[src/hw/rtl/ipe_pkg.sv]
// ----------------------------------------------------------------------------
// ipe_pkg
// shared widths, picture character codes and the character edit function
// ----------------------------------------------------------------------------
package ipe_pkg;

    localparam int VAL_W     = 64;
    localparam int PIC_MAX   = 32;
    localparam int PIC_AW    = $clog2(PIC_MAX);
    localparam int PIC_CW    = PIC_AW + 1;
    localparam int DIGIT_MAX = 20;
    localparam int BCD_W     = 4 * DIGIT_MAX;
    localparam int NL_W      = $clog2(DIGIT_MAX + 1);
    localparam int FL_W      = PIC_CW;
    localparam int J_W       = 6;

    localparam logic [7:0] CH_NINE  = 8'h39;
    localparam logic [7:0] CH_Z     = 8'h7a;
    localparam logic [7:0] CH_STAR  = 8'h2a;
    localparam logic [7:0] CH_MINUS = 8'h2d;
    localparam logic [7:0] CH_PLUS  = 8'h2b;
    localparam logic [7:0] CH_S     = 8'h73;
    localparam logic [7:0] CH_DOLL  = 8'h24;
    localparam logic [7:0] CH_B     = 8'h62;
    localparam logic [7:0] CH_DOT   = 8'h2e;
    localparam logic [7:0] CH_COMMA = 8'h2c;
    localparam logic [7:0] CH_SLASH = 8'h2f;
    localparam logic [7:0] CH_ZERO  = 8'h30;
    localparam logic [7:0] CH_SPACE = 8'h20;

    function automatic logic is_slot(input logic [7:0] pc);
        return (pc == CH_NINE) || (pc == CH_Z) || (pc == CH_STAR);
    endfunction

    // non-digit edit of one picture character
    function automatic logic [7:0] edit_other(
        input logic [7:0]      pc,
        input logic [FL_W-1:0] fl,
        input logic [NL_W-1:0] nl,
        input logic            pos,
        input logic            neg
    );
        logic [7:0] oc;
        oc = CH_SPACE;
        if (pc == CH_DOT || pc == CH_COMMA || pc == CH_SLASH || pc == CH_ZERO
            || pc == CH_DOLL)
        begin
            oc = pc;
        end
        else if (pc == CH_B)
        begin
            oc = CH_SPACE;
        end
        else if (pc == CH_PLUS || pc == CH_S || pc == CH_MINUS)
        begin
            if (pos && pc == CH_MINUS)
                oc = CH_PLUS;
            else if (neg)
                oc = CH_MINUS;
            else
                oc = CH_SPACE;
        end
        else if (pc == CH_Z || pc == CH_STAR)
        begin
            oc = CH_ZERO;
        end
        else if (fl <= FL_W'({1'b0, nl}) + FL_W'(1))
        begin
            oc = pc;
        end
        return oc;
    endfunction

endpackage

[src/hw/rtl/ipe_bcd_conv.sv]
// ----------------------------------------------------------------------------
// ipe_bcd_conv
// shift-and-add-3 binary to decimal converter, then strips leading zeros
// ----------------------------------------------------------------------------
module ipe_bcd_conv
    import ipe_pkg::*;
(
    input  logic               clk,
    input  logic               rst_n,
    input  logic               go,
    input  logic [VAL_W-1:0]   mag,
    output logic               done,
    output logic [BCD_W-1:0]   digits,
    output logic [NL_W-1:0]    nl
);

    typedef enum logic [1:0] {S_IDLE, S_SHIFT, S_NORM} conv_state_t;

    conv_state_t        state_reg;
    logic [VAL_W-1:0]   bin_reg;
    logic [BCD_W-1:0]   bcd_reg;
    logic [5:0]         cnt_reg;
    logic [NL_W-1:0]    nl_reg;
    logic               done_reg;
    logic [BCD_W-1:0]   bcd_adj;

    // add 3 to every nibble of 5 or more before the shift
    always_comb
    begin
        for (int k = 0; k < DIGIT_MAX; k++)
        begin
            if (bcd_reg[4*k +: 4] >= 4'd5)
                bcd_adj[4*k +: 4] = bcd_reg[4*k +: 4] + 4'd3;
            else
                bcd_adj[4*k +: 4] = bcd_reg[4*k +: 4];
        end
    end

    always_ff @(posedge clk or negedge rst_n)
    begin
        if (!rst_n)
        begin
            state_reg <= S_IDLE;
            done_reg  <= 1'b0;
            cnt_reg   <= '0;
            nl_reg    <= NL_W'(DIGIT_MAX);
        end
        else
        begin
            done_reg <= 1'b0;
            unique case (state_reg)
                S_IDLE:
                begin
                    if (go)
                    begin
                        bin_reg   <= mag;
                        bcd_reg   <= '0;
                        cnt_reg   <= '0;
                        state_reg <= S_SHIFT;
                    end
                end
                S_SHIFT:
                begin
                    {bcd_reg, bin_reg} <= {bcd_adj[BCD_W-2:0], bin_reg, 1'b0};
                    cnt_reg <= cnt_reg + 6'd1;
                    if (cnt_reg == 6'(VAL_W - 1))
                    begin
                        nl_reg    <= NL_W'(DIGIT_MAX);
                        state_reg <= S_NORM;
                    end
                end
                S_NORM:
                begin
                    if (bcd_reg[BCD_W-1 -: 4] == 4'd0 && nl_reg > NL_W'(1))
                    begin
                        bcd_reg <= {bcd_reg[BCD_W-5:0], 4'd0};
                        nl_reg  <= nl_reg - NL_W'(1);
                    end
                    else
                    begin
                        done_reg  <= 1'b1;
                        state_reg <= S_IDLE;
                    end
                end
                default: state_reg <= S_IDLE;
            endcase
        end
    end

    assign done   = done_reg;
    assign digits = bcd_reg;
    assign nl     = nl_reg;

endmodule

[src/hw/rtl/integer_picture_editor.sv]
// ----------------------------------------------------------------------------
// integer_picture_editor
// edits a signed 64-bit number through a numeric picture, one char per strobe
// ----------------------------------------------------------------------------
//  channel   handshake        payload
//  input     start / busy     func, value, pic_char, last
//  output    strobe           out_char, out_last
//
//  a load or a non-last picture item is taken without going busy
//  a last item runs the converter shift loop and zero strip, then two
//  sweeps over the picture store: one counts the digit slots, one
//  emits the edited chars
//  rst_n clears the count, the number and all control state
//  results leave one per strobe; the receiver cannot stall them
module integer_picture_editor
    import ipe_pkg::*;
(
    input  logic              clk,
    input  logic              rst_n,
    input  logic              start,
    output logic              busy,
    input  logic              func,
    input  logic signed [63:0] value,
    input  logic [7:0]        pic_char,
    input  logic              last,
    output logic              strobe,
    output logic [7:0]        out_char,
    output logic              out_last
);

    typedef enum logic [2:0] {
        S_IDLE, S_CONV, S_CNT_RD, S_CNT_CHK, S_SETJ, S_EM_RD, S_EM_OUT
    } state_t;

    state_t             state_reg;
    logic [7:0]         store_mem [PIC_MAX];
    logic [7:0]         rdata_reg;
    logic [PIC_CW-1:0]  count_reg;
    logic [VAL_W-1:0]   number_reg;
    logic [PIC_CW-1:0]  idx_reg;
    logic [FL_W-1:0]    fl_reg;
    logic [J_W-1:0]     j_reg;
    logic               strobe_reg;
    logic [7:0]         out_char_reg;
    logic               out_last_reg;
    logic               conv_go;
    logic               conv_done;
    logic [BCD_W-1:0]   digits;
    logic [NL_W-1:0]    nl;
    logic [VAL_W-1:0]   mag;
    logic               neg;
    logic               pos;
    logic               accept;
    logic [3:0]         dig;

    assign accept  = start && (state_reg == S_IDLE);
    assign busy    = (state_reg != S_IDLE);
    assign neg     = number_reg[VAL_W-1];
    assign pos     = !neg && (number_reg != '0);
    assign mag     = neg ? (VAL_W'(0) - number_reg) : number_reg;
    assign conv_go = accept && func && last;

    ipe_bcd_conv u_conv (
        .clk    (clk),
        .rst_n  (rst_n),
        .go     (conv_go),
        .mag    (mag),
        .done   (conv_done),
        .digits (digits),
        .nl     (nl)
    );

    // digit j counted from the most significant end
    always_comb
    begin
        dig = 4'd0;
        for (int k = 0; k < DIGIT_MAX; k++)
        begin
            if (j_reg[4:0] == 5'(k))
                dig = digits[BCD_W-1-4*k -: 4];
        end
    end

    always_ff @(posedge clk)
    begin
        if (accept && func && count_reg < PIC_CW'(PIC_MAX))
            store_mem[count_reg[PIC_AW-1:0]] <= pic_char;
        rdata_reg <= store_mem[idx_reg[PIC_AW-1:0]];
    end

    always_ff @(posedge clk or negedge rst_n)
    begin
        if (!rst_n)
        begin
            state_reg    <= S_IDLE;
            count_reg    <= '0;
            number_reg   <= '0;
            idx_reg      <= '0;
            fl_reg       <= '0;
            j_reg        <= '0;
            strobe_reg   <= 1'b0;
            out_char_reg <= '0;
            out_last_reg <= 1'b0;
        end
        else
        begin
            strobe_reg   <= 1'b0;
            out_last_reg <= 1'b0;
            unique case (state_reg)
                S_IDLE:
                begin
                    if (accept)
                    begin
                        if (!func)
                        begin
                            number_reg <= value;
                            count_reg  <= '0;
                        end
                        else
                        begin
                            if (count_reg < PIC_CW'(PIC_MAX))
                                count_reg <= count_reg + PIC_CW'(1);
                            if (last)
                                state_reg <= S_CONV;
                        end
                    end
                end
                S_CONV:
                begin
                    if (conv_done)
                    begin
                        idx_reg   <= '0;
                        fl_reg    <= '0;
                        state_reg <= S_CNT_RD;
                    end
                end
                S_CNT_RD: state_reg <= S_CNT_CHK;
                S_CNT_CHK:
                begin
                    if (is_slot(rdata_reg))
                        fl_reg <= fl_reg + FL_W'(1);
                    if (idx_reg == count_reg - PIC_CW'(1))
                        state_reg <= S_SETJ;
                    else
                    begin
                        idx_reg   <= idx_reg + PIC_CW'(1);
                        state_reg <= S_CNT_RD;
                    end
                end
                S_SETJ:
                begin
                    if (fl_reg < FL_W'(nl))
                        j_reg <= J_W'(FL_W'(nl) - fl_reg);
                    else
                        j_reg <= '0;
                    idx_reg   <= '0;
                    state_reg <= S_EM_RD;
                end
                S_EM_RD: state_reg <= S_EM_OUT;
                S_EM_OUT:
                begin
                    strobe_reg <= 1'b1;
                    if (rdata_reg == CH_NINE)
                    begin
                        if (fl_reg <= FL_W'(nl) && j_reg < J_W'(DIGIT_MAX))
                        begin
                            out_char_reg <= CH_ZERO + {4'd0, dig};
                            j_reg        <= j_reg + J_W'(1);
                        end
                        else
                            out_char_reg <= CH_SPACE;
                        fl_reg <= fl_reg - FL_W'(1);
                    end
                    else
                        out_char_reg <= edit_other(rdata_reg, fl_reg, nl, pos, neg);
                    if (idx_reg == count_reg - PIC_CW'(1))
                    begin
                        out_last_reg <= 1'b1;
                        count_reg    <= '0;
                        state_reg    <= S_IDLE;
                    end
                    else
                    begin
                        idx_reg   <= idx_reg + PIC_CW'(1);
                        state_reg <= S_EM_RD;
                    end
                end
                default: state_reg <= S_IDLE;
            endcase
        end
    end

    assign strobe   = strobe_reg;
    assign out_char = out_char_reg;
    assign out_last = out_last_reg;

    a_count_range: assert property (@(posedge clk) disable iff (!rst_n)
        count_reg <= PIC_CW'(PIC_MAX))
        else $error("picture count above store size");

    a_last_ends: assert property (@(posedge clk) disable iff (!rst_n)
        (strobe_reg && out_last_reg) |-> (state_reg == S_IDLE && count_reg == '0))
        else $error("edit walk did not end on final char");

    a_last_strobe: assert property (@(posedge clk) disable iff (!rst_n)
        out_last_reg |-> strobe_reg)
        else $error("final flag without strobe");

    a_no_strobe_idle: assert property (@(posedge clk) disable iff (!rst_n)
        (state_reg == S_IDLE && !$past(state_reg == S_EM_OUT)) |-> !strobe_reg)
        else $error("strobe outside edit walk");

endmodule
[config.mk]
export PLATFORM = sky130hd
export DESIGN_NAME = integer_picture_editor
export DESIGN_NICKNAME = d
export VERILOG_FILES = /design/src/hw/rtl/ipe_pkg.sv /design/src/hw/rtl/ipe_bcd_conv.sv /design/src/hw/rtl/integer_picture_editor.sv
export SDC_FILE = /design/constraint.sdc
export NUM_CORES = 1
export LEC_CHECK = 0
export BUFFER_PORTS_ARGS = -buffer_cell sky130_fd_sc_hd__buf_2
export CORE_UTILIZATION = 30
export CTS_CLUSTER_DIAMETER = 200
export CTS_CLUSTER_SIZE = 30
export DETAILED_ROUTE_END_ITERATION = 10
export PLACE_DENSITY = 0.41
export RECOVER_POWER = 25
export SYNTH_ARGS = -nofsm -noshare
export SYNTH_HDL_FRONTEND = slang
export SYNTH_SLANG_ARGS = --single-unit
export TNS_END_PERCENT = 20
[constraint.sdc]
create_clock -name clk -period 13.11 [get_ports clk]
set_input_delay 1.9665 -clock clk [delete_from_list [all_inputs] [get_ports clk]]
set_output_delay 1.9665 -clock clk [all_outputs]
set_load 0.01 [all_outputs]
Word level (Yosys, flattened, before mapping) --
Memories as Yosys holds them, arrays and structs flattened. A register that Yosys moved wholly into a read port is not among the register bits. Cells that the tools add are included.
Storage, ports and cells: register bits after elaboration 259, logic and storage cells 266, bits in latches 0, input port bits 77, memory bits (read-only) 0, memories 1, output and inout port bits 11, RAM bits 256
Memories:
- store_mem | depth 32, width 8, read ports 1, clocked after Yosys merged registers in 1, wr ports 1, line integer_picture_editor.sv:36 | logic [7:0] store_mem [PIC_MAX];
Cells by class: shifts and indexed selects 0, reduce and logical (&&, ||, !) cells 43, bitwise operators 1, add/sub/neg operators 32, equality and inequality tests 55, $mul 0, divide/modulo/power cells 0, order comparisons 26, muxes and demuxes 93
Operators by type and width (count):
- $pmux 80 s3 | 1
- $mux 4 | 41
- $mux 80 | 2
- $mux 64 | 2
- $pmux 64 s2 | 1
- $ge 4x3->1 const B | 20
- $add 4x2->4 const B | 19
- $eq 8x6->1 const B | 9
- $mux 6 | 12
- $reduce_bool 64->1 | 1
- $sub 1x64->64 const A | 1
- $mux 8 | 6
- $eq 5x4->1 const B | 8
- $pmux 6 s2 | 3
- $pmux 6 s3 | 2
- $add 6x1->6 const B | 5
- $eq 8x7->1 const B | 3
- $mux 3 | 7
- $pmux 3 s7 | 1
- $eq 5x3->1 const B | 4
- $eq 5x5->1 const B | 4
- $ne 2x2->1 const B | 10
- $reduce_and 3->1 | 6
- $reduce_and 4->1 | 4
- other kinds (41) | 78

Depth between registers and ports, before layout --
Gate-level depths: netlist (run 1).
depth after elaboration 24, depth in mapped cells 12, mapped depth without buffers 11

Modules after synthesis --
A second synthesis (run 1) with hierarchy kept.
Second synthesis, totals: cells, all modules 2018, area, all modules 26385.3 um2
By module, submodules not included:
- integer_picture_editor | cells each 1258, times used 1, sequential area each 10375.0 um2, area each 17559.3 um2
- ipe_bcd_conv | cells each 760, times used 1, sequential area each 4677.0 um2, area each 8826.0 um2

Least setup slack after synthesis (run 1) --
No wires, ideal clock.
path kind input-to-reg, start in last, end reg u_conv.bcd_reg[0], in the netlist u_conv.digits[0], enable pin, buffers on the path 0, setup slack 1.717 ns, stages 3, required time 12.366 ns, arrival time 10.650 ns, library setup time 0.744 ns, cells stage by stage nand3_1 > o21ai_1 > nor4b_1
On the way: word-level cells in the longest chain between the ends 3
Ends and longest elaborated chain:
- start: declaration | line integer_picture_editor.sv:25 | input logic last,
- $logic_and 1x1->1 | line integer_picture_editor.sv:61 | assign conv_go = accept && func && last;
- $ne 2x2->1 (no line)
- $reduce_and 4->1 (no line)
- end signal: assignment | line ipe_bcd_conv.sv:64 | {bcd_reg, bin_reg} <= {bcd_adj[BCD_W-2:0], bin_reg, 1'b0};
- end signal: assignment | line ipe_bcd_conv.sv:76 | bcd_reg <= {bcd_reg[BCD_W-5:0], 4'd0};
- end: declaration | line ipe_bcd_conv.sv:21 | logic [BCD_W-1:0] bcd_reg;
Every way passes these cells. A chain may end at the register's enable or synchronous reset.

Final worst setup path (run 1) --
start in rst_n, end reg u_conv.bcd_reg[19], in the netlist u_conv.digits[19], enable pin
On the way: word-level cells in the longest chain between the ends 1
Ends and longest elaborated chain:
- start: declaration | line integer_picture_editor.sv:19 | input logic rst_n,
- $reduce_and 4->1 (no line)
Every way passes these cells.

==> flow_metrics.tcl, run 1 <==
set metrics [dict create \
    tns_ns 0 \
    cp_data_arrival_time_ns 6.86 \
    power_switching_uw 2000 \
    synth_top_area_share 0.458 \
    dieArea_um2 88700 \
    h-tree-depth 1 \
    first_pass_iters 5 \
    path_clk_slew_ns 0.13 \
    end_kind "register" \
    yosys.area.top_type "edfxtp_1" \
    synth_edf_count 400 \
    grt_use_total 0.149 \
    yosysSeqAreaShare 0.574 \
    die_y_um 298 \
    cts.path.max_buffers 3 \
    maxSlewHeadroom -1.40 \
    criticalPathCategory "primary input to register" \
    antenna_found_initial 0 \
    grt_max_degree 79 \
    design.core.area_um2 86800 \
    wl_per_cell_um 20.3 \
    synth.distinct_cells 80 \
    hold_class "register to register" \
    clock_power_share 0.158 \
    diodes 0 \
    cp_data_required_time_ns 13.33 \
    async_reset_ff_frac 0.220 \
    wirelength_um 67200 \
    cp-startpoint "rst_n" \
    ant_nets 0 \
    max_freq_mhz 151 \
    synth-warning-count 0 \
    dpl_cell_area_um2 27900 \
    synth_nets 2272 \
    r2r_slack_ns 8.81 \
    yosysMostFrequentCell "edfxtp_1" \
    grt_pass1_wl_um 105000 \
    hpwlAfterDp_um 45400 \
    power.share.switching 0.371 \
    drc_errors 0 \
    syn_to_final_growth_pct 8.43 \
    p_comb_frac 0.350 \
    layout_min_cycle_time_ns 6.64 \
    reg2reg_from "state_reg[2]$_DFFE_PN0P_" \
    r2r_cells 12 \
    ios 88 \
    cap_violations 11 \
    cts_resized 0 \
    p_int_uw 3390 \
    status "finished with violations" \
    portBuffers 87 \
    min_period_over_period 0.507 \
    chipWidth_um 298 \
    ys_ff_latch 523 \
    drtIter0Drc 1076 \
    synth_commonest_cells "edfxtp_1 (400), nand2_1 (223), o21ai_0 (211)" \
    ir_drop_mv 0.107 \
    cts_tree "built" \
    cts_root_buf "clkbuf_16" \
    grt.overflow.total 0 \
    r2r_end "fl_reg[5]$_DFFE_PN0P_" \
    synth_area_leaders "edfxtp_1 (46%), dfrtp_1 (11%), mux4_2 (6.9%)" \
    final_area_um2 28500 \
    vias 16700 \
    syn_inst 2116 \
    cts_buffers 21 \
    postLayoutCoreUtil 0.328 \
    largest_register_ffs 256 \
    setup_viol 0 \
    maxSlewViolCount 450 \
    initial_core_util 0.302 \
    p_per_area_nw_per_um2 190 \
    layout-drive-gt1-share 0.142 \
    grt_pass1_vias 16700 \
    worst_pin_slew_ns 3.60 \
    grt_setup_unrepaired "false" \
    finalHoldViolations 0 \
    cts.sinks 523 \
    fin_skew_ns 0.0351 \
    vias_per_cell 5.06 \
    start_kind "primary input" \
    ctsHoldBuffers 0 \
    fp-row-count 108 \
    synthFlopType "edfxtp_1" \
    nets 2290 \
    routabilityCongestion 0.800 \
    clock_latency_ns 0.61 \
    p_seq_frac 0.492 \
    leakagePower_uw 0.00968 \
    endpoint "u_conv.digits[19]$_DFFE_PP_" \
    synth_area_um2 26200 \
    cp_max_fo 74 \
    postCtsSetupRepairBufs 0 \
    violations "max-capacitance violations, max-slew violations" \
    postSynthAreaPerCell_um2 12.4 \
]
metrics by stage:
step | total power, uW | hold WS (ns) | cells | setup WS (ns)
finish | 5400 | 0.508 | 3304 | 6.47
CTS | 5490 | 0.513 | 3304 | 8.48
global route | 5790 | 0.532 | 3304 | 5.62
detailed placement | 4620 | 0.482 | 3266 | 7.80
global placement | 4580 | 0.461 | 3266 | 7.97
floorplan | 4010 | 0.441 | 2116 | 1.72
power by group through the flow:
stage	Combinational [uW]	Clock [uW]	Sequential, uW
after global placement	1890	0	2690
after global routing	2140	942	2720
after floorplan	1470	0	2540
after CTS	1930	897	2660
after detailed placement	1920	0	2700
final	1890	853	2650
worst max-delay path: stages:
cell      delay (ns)
clkbuf_1        2.49
inv_1           0.48
nor4b_2         0.85
buf_4           0.87
area by class of cell:
class,instances,area [um^2]
fill,8664,58300
sequential,523,15100
multi-input combinational,1401,10500
tap,1155,1450
clock buffer,36,582
timing repair buffer,103,537
inverter,84,315
clock inverter,2,28.8
cell families after synthesis:
group / share of synthesized area
fa+ha+maj: 0.0382
compound gates: 0.106
xor+xnor: 0.0379
flops: 0.574
buf+inv: 0.0279
mux: 0.107
simple gates: 0.110
cell usage in the layout, fill, tap and decap left out, drive strengths merged, types with 8 or more instances in the layout:
| cell type | Yosys | routed |
|---|---|---|
| xnor2 | 43 | 43 |
| o31ai | 29 | 29 |
| nand2b | 25 | 25 |
| buf | 15 | 92 |
| nand3 | 31 | 31 |
| and3 | 15 | 15 |
| nand2 | 223 | 223 |
| mux4 | 80 | 80 |
| a22o | 8 | 8 |
| ha | 77 | 77 |
| nor3b | 33 | 33 |
| nor2 | 114 | 114 |
| dfrtp | 113 | 113 |
| xor2 | 68 | 68 |
| inv | 83 | 85 |
| a21o | 8 | 8 |
| nor2b | 13 | 13 |
| nand3b | 8 | 8 |
| mux2 | 84 | 84 |
| nor3 | 25 | 25 |
| o211ai | 9 | 9 |
| clkbuf | 93 | 47 |
| a21oi | 115 | 115 |
| o21ai | 214 | 214 |
| nor4 | 11 | 11 |
| nand4 | 11 | 11 |
| dfxtp | 8 | 8 |
| a221oi | 10 | 10 |
| or3 | 10 | 10 |
| o41ai | 11 | 11 |
| or4 | 10 | 10 |
| and2 | 9 | 9 |
| edfxtp | 400 | 400 |
worst min path at each step:
| stage | startpoint | to | slack (ns) | cells past startpoint |
|---|---|---|---|---|
| 6_report | j_reg[5]$_DFFE_PN0P_ | j_reg[5]$_DFFE_PN0P_ | 0.51 | 2 |
| 5_1_grt | out_char[7]$_DFFE_PN0P_ | out_char[7]$_DFFE_PN0P_ | 0.53 | 1 |
| 4_1_cts | j_reg[5]$_DFFE_PN0P_ | j_reg[5]$_DFFE_PN0P_ | 0.51 | 2 |
| 3_5_place_dp | j_reg[5]$_DFFE_PN0P_ | j_reg[5]$_DFFE_PN0P_ | 0.48 | 2 |
| 3_3_place_gp | j_reg[5]$_DFFE_PN0P_ | j_reg[5]$_DFFE_PN0P_ | 0.46 | 2 |
| 2_1_floorplan | j_reg[5]$_DFFE_PN0P_ | j_reg[5]$_DFFE_PN0P_ | 0.44 | 2 |
metal layers:
metal | vias up | global-route usage | wire (um)
met5 | - | 0 | 0
met4 | 0 | 0.0281 | 1150
met3 | 52 | 0.0190 | 2410
met2 | 265 | 0.241 | 31600
met1 | 8467 | 0.215 | 32000
li1 | 7924 | - | -
(Power assumes the default switching activity.)
==> run 2, diff against run 1 <==
- ABC_AREA: default -> 1
- clock period: 13.11 -> 6.7 ns (I/O delays scaled with it)
==> run 2 against run 1 <==
The run still ends with max-capacitance violations, max-slew violations left. Setup slack worse by 3.4 ns. Wire length is 12% higher. Core utilization is 0.30 points higher. Worst hold slack worse by 0.12 ns. Combinational power grew to 2.6 times the previous value. Die area is 1.4% higher. Critical endpoint is now u_conv.bin_reg[14]$_DFFE_PP_. Largest cell class unchanged.
==> flow_metrics.tcl, run 2 <==
set metrics [dict create \
    grt_setup_unrepaired "false" \
    dpl_cell_area_um2 28300 \
    multi_input_area_um2 9880 \
    grt_pass1_wl_um 116000 \
    n_fill_cell 9106 \
    vias_per_cell 5.00 \
    initial_core_util 0.305 \
    die_y_um 300 \
    power_uw 11700 \
    critPathTopFamily "simple AND/OR/NAND/NOR gates" \
    hpwlAfterDp_um 51100 \
    final_cell_mix "nor2_1 (403), nand2_1 (401), edfxtp_1 (400)" \
    setup_viol 0 \
    cp_cell_sequence "nor2_1 -> nand2_1 -> nor2_1 -> inv_1 -> nor2_1 -> a21oi_1 -> inv_1 -> o21ai_0 -> nor2_4 -> buf_4" \
    register_area_um2 15100 \
    layout-drive-gt1-share 0.0687 \
    hold_class "primary input to asynchronous set/reset pin" \
    fp-row-count 108 \
    grt_use_total 0.164 \
    finalHoldViolations 0 \
    largest_register_ffs 256 \
    clock_latency_ns 0.61 \
    syn_to_final_growth_pct 8.57 \
    h-tree-depth 1 \
    yosys.area.top_type "edfxtp_1" \
    dieArea_um2 89900 \
    drtIter0Drc 1625 \
    grt.overflow.total 0 \
    maxSlewViolCount 264 \
    violations "max-capacitance violations, max-slew violations" \
    end_kind "register" \
    final_common_cell "nor2_1" \
    synth_area_leaders "edfxtp_1 (45%), dfrtp_1 (11%), o21ai_0 (7.3%)" \
    criticalPathCategory "register to register" \
    cts_buffers 21 \
    yosysSeqAreaShare 0.566 \
    status "finished with violations" \
    final_cells 4039 \
    cap_violations 8 \
    cts_root_buf "clkbuf_16" \
    yosysMostFrequentCell "nor2_1" \
    postSynthAreaPerCell_um2 9.35 \
    r2r_slack_ns 3.09 \
    synth_area_um2 26600 \
    cts.path.max_buffers 3 \
    nets 3024 \
    final_area_um2 28900 \
    p_per_area_nw_per_um2 404 \
    cts_tree "built" \
    r2r_cells 10 \
    cp_data_arrival_time_ns 3.88 \
    r2r_end "u_conv.bin_reg[14]$_DFFE_PP_" \
    crit_path_max_incr_delay_ns 0.91 \
    ctsHoldBuffers 0 \
    cp_data_required_time_ns 6.97 \
    synth-warning-count 0 \
    synth_nets 3001 \
    chipWidth_um 300 \
    max_freq_mhz 277 \
    min_period_over_period 0.538 \
    ys_ff_latch 523 \
    worst_pin_slew_ns 2.21 \
    reg2reg_from "state_reg[0]$_DFFE_PN0P_" \
    vias 20200 \
    grt_max_degree 95 \
    leakagePower_uw 0.0110 \
    start_kind "register" \
    synth_edf_count 400 \
    async_reset_ff_frac 0.220 \
    maxSlewHeadroom -0.475 \
    routabilityCongestion 0.807 \
    ir_drop_mv 0.270 \
    ant_nets 0 \
    cpMostUsedCell "nor2_1" \
    first_pass_iters 5 \
    layout_min_cycle_time_ns 3.61 \
    postCtsSetupRepairBufs 0 \
    cts_resized 0 \
    ios 88 \
    worst-path-buf-inv 3 \
    synth_top_area_share 0.451 \
    wl_per_cell_um 18.7 \
    hold_slack_ns 0.389 \
    synth.distinct_cells 53 \
    fin_skew_ns 0.0247 \
    cts.sinks 523 \
    placed_cells 4000 \
    slowest_stage "nor2_4" \
    portBuffers 87 \
    syn_inst 2845 \
    drc_errors 0 \
    grt_pass1_vias 19500 \
    synthFlopType "edfxtp_1" \
    synth_commonest_cells "nor2_1 (405), nand2_1 (402), edfxtp_1 (400)" \
    design.core.area_um2 87300 \
    antenna_found_initial 1 \
    wirelength_um 75400 \
    path_clk_slew_ns 0.12 \
    cp_max_fo 36 \
    tns_ns 0 \
]
run 2: through the flow:
stage | setup WS (ns) | util
after floorplan | 0.376 | -
after global placement | 2.69 | 0.324
after detailed placement | 2.64 | 0.324
after CTS | 3.03 | 0.331
after global routing | 2.70 | 0.331
final | 3.09 | 0.331
run 2: how the worst max path moves through the flow:
stage,from,endpoint,slack (ns),depth (start not counted)
2_1_floorplan,start,u_conv.digits[0]$_DFFE_PP_,0.38,6
5_1_grt,state_reg[0]$_DFFE_PN0P_,u_conv.bin_reg[55]$_DFFE_PP_,2.70,10
3_5_place_dp,start,u_conv.bin_reg[3]$_DFFE_PP_,2.64,10
4_1_cts,state_reg[0]$_DFFE_PN0P_,u_conv.bin_reg[1]$_DFFE_PP_,3.03,10
6_report,state_reg[0]$_DFFE_PN0P_,u_conv.bin_reg[14]$_DFFE_PP_,3.09,10
3_3_place_gp,start,u_conv.bin_reg[1]$_DFFE_PP_,2.69,10
run 2: layout make-up:
class,count,area share
inverter,351,0.0456
sequential,523,0.521
clock inverter,2,0.000996
timing repair buffer,107,0.0200
tap,1155,0.0500
clock buffer,36,0.0201
antenna,1,0.0000866
multi-input combinational,1864,0.342
run 2: routing by layer:
metal,GRT usage,up-vias,wire length [um]
met5,0,-,0
met4,0.0302,0,1250
met3,0.0166,58,2560
met2,0.264,359,34800
met1,0.239,9909,36800
li1,-,9853,-
run 2: where the power goes:
| group | total, uW | internal (uW) | switching [uW] | leakage, uW |
|---|---|---|---|---|
| clock | 1690 | 615 | 1080 | 0.000291 |
| combinational | 4850 | 1520 | 3320 | 0.00547 |
| sequential | 5140 | 4480 | 655 | 0.00520 |
run 2: logic make-up after synthesis:
group | Yosys count | share of synthesized area
AND/OR/NAND/NOR | 1012 | 0.160
AO/OA/AOI/OAI | 714 | 0.151
flip-flops | 523 | 0.566
buffers and inverters | 458 | 0.0647
adder cells (fa/ha/maj) | 79 | 0.0377
XOR/XNOR | 36 | 0.0118
multiplexers | 23 | 0.00973
==> run 3, diff against run 2 <==
- clock period: 6.7 -> 3.5 ns (I/O delays scaled with it)
==> run 3 against run 2 <==
The flow still finishes with violations (max-capacitance violations, max-slew violations). Core utilization up 0.48 points. Register-to-register slack got worse by 2.7 ns. Wire length about the same. Via count is 0.30% higher. Worst hold slack got worse by 0.27 ns. Power up 92%. Count of clock-buffer cells in the layout unchanged. Global-route usage about the same. Highest routed layer is now met5.
==> flow_metrics.tcl, run 3 (same netlist as run 2, synthesis figures left out) <==
set metrics [dict create \
    postCtsSetupRepairBufs 0 \
    violations "max-capacitance violations, max-slew violations" \
    ctsHoldBuffers 0 \
    layout-drive-gt1-share 0.0844 \
    max_freq_mhz 318 \
    cts_tree "built" \
    first_pass_iters 7 \
    hold_class "primary input to register" \
    layout_min_cycle_time_ns 3.14 \
    dpl_cell_area_um2 28700 \
    cp_data_required_time_ns 3.87 \
    end_kind "register" \
    start_kind "register" \
    cp_cell_sequence "inv_2 -> ha_1 -> inv_1 -> nor3_2 -> nand4_2 -> nor3_4 -> nand4_4 -> nor2_4 -> nand3_2 -> inv_1 -> nand4_1 -> o21ai_1 -> o21ai_1 -> inv_2 -> o211ai_1 -> a21oi_1 -> nor2_1" \
    vias_per_cell 4.96 \
    dieArea_um2 89900 \
    grt.overflow.total 0 \
    ir_drop_mv 0.501 \
    design.core.area_um2 87300 \
    cts_root_buf "clkbuf_16" \
    initial_core_util 0.305 \
    min_period_over_period 0.898 \
    ant_nets 0 \
    power_uw 22400 \
    cp_max_fo 5 \
    clock_latency_ns 0.60 \
    portBuffers 87 \
    postLayoutCoreUtil 0.336 \
    final_common_cell "nor2_1" \
    n_fill_cell 8998 \
    syn_to_final_growth_pct 10.2 \
    path_clk_slew_ns 0.13 \
    nets 3068 \
    finalHoldViolations 0 \
    fin_skew_ns 0.0239 \
    crit_path_max_incr_delay_ns 0.41 \
    grt_use_total 0.164 \
    cts.path.max_buffers 3 \
    ios 88 \
    leakagePower_uw 0.0112 \
    final_area_um2 29300 \
    cts_resized 0 \
    fp-row-count 108 \
    antenna_found_initial 5 \
    drtIter0Drc 1276 \
    grt_pass1_wl_um 117000 \
    status "finished with violations" \
    hold_slack_ns 0.123 \
    routabilityCongestion 0.835 \
    h-tree-depth 1 \
    wl_per_cell_um 18.5 \
    die_y_um 300 \
    maxSlewHeadroom -0.201 \
    cts.sinks 523 \
    maxSlewViolCount 348 \
    p_per_area_nw_per_um2 765 \
    drc_errors 0 \
    grt_max_degree 131 \
    wirelength_um 75400 \
    hpwlAfterDp_um 50600 \
    tns_ns 0 \
    slowest_stage "dfrtp_1" \
    largest_register_ffs 256 \
    cap_violations 9 \
    criticalPathCategory "register to register" \
    final_cell_mix "nor2_1 (402), nand2_1 (401), edfxtp_1 (400)" \
    diodes 0 \
    vias 20200 \
    grt_setup_unrepaired "false" \
    cp_data_arrival_time_ns 3.51 \
    chipWidth_um 300 \
    worst_pin_slew_ns 1.80 \
    setup_viol 0 \
    cts_buffers 21 \
    grt_pass1_vias 19900 \
]
-- run 3: changes by cell type in the layout (fill, tap and decap cells not counted) --
cell and change:
clkbuf_1 -1, clkbuf_2 +2, diode_2 -1, nor2_2 +1, buf_4 +35, inv_2 +3
inv_1 -3, buf_2 +1, buf_6 -1, buf_12 +8, nor2_1 -1
-- run 3: final timing paths --
check | startpoint | endpoint | slack (ns) | cells past startpoint
hold / removal | value[24] | number_reg[24]$_DFFE_PN0P_ | 0.12 | 3
setup reg to reg | number_reg[1]$_DFFE_PN0P_ | u_conv.bin_reg[62]$_DFFE_PP_ | 0.36 | 17
hold reg to reg | u_conv.bin_reg[50]$_DFFE_PP_ | u_conv.bin_reg[51]$_DFFE_PP_ | 0.53 | 2
max in group asynchronous | rst_n | idx_reg[0]$_DFFE_PN0P_ | 1.62 | 2
min in group asynchronous | rst_n | number_reg[2]$_DFFE_PN0P_ | 0.57 | 2
setup / recovery | number_reg[1]$_DFFE_PN0P_ | u_conv.bin_reg[62]$_DFFE_PP_ | 0.36 | 17
-- run 3: per-layer routing --
layer	up-vias	GRT usage	routed length (um)	share of wire
met5	-	0	23	0.00031
met4	4	0.0290	1240	0.016
met3	72	0.0203	2740	0.036
met2	311	0.272	35600	0.47
met1	9913	0.231	35800	0.47
li1	9940	-	-	-
-- run 3: through the flow --
step | setup WS, ns | std cells
6_report | 0.359 | 4082
5_1_grt | 0.0238 | 4082
4_1_cts | 0.329 | 4082
3_5_place_dp | 0.333 | 4044
3_3_place_gp | 0.388 | 4044
2_1_floorplan | -0.673 | 2845
-- run 3: critical path, delay by kind of cell, from the launching register on --
family	cells	cell delay (ns)
and+or+nand+nor	8	1.28
AOI/OAI and AO/OA	4	0.75
DFF	1	0.41
buffers and inverters	4	0.33
adders and majority gates	1	0.14
-- run 3: layout make-up --
| class | count | area [um^2] | area share |
|---|---|---|---|
| Inverter | 351 | 1320 | 0.0450 |
| Clock buffer | 36 | 582 | 0.0198 |
| Tap cell | 1155 | 1450 | 0.0493 |
| Sequential cell | 523 | 15100 | 0.514 |
| Timing Repair Buffer | 151 | 1000 | 0.0341 |
| Clock inverter | 2 | 28.8 | 0.000982 |
| Multi-Input combinational cell | 1864 | 9880 | 0.337 |
-- run 3: where the power goes --
group | internal, uW | total (uW) | switching [uW] | leakage (uW)
combinational | 3040 | 9360 | 6320 | 0.00573
clock | 1180 | 3210 | 2030 | 0.000291
sequential | 8580 | 9840 | 1270 | 0.00520
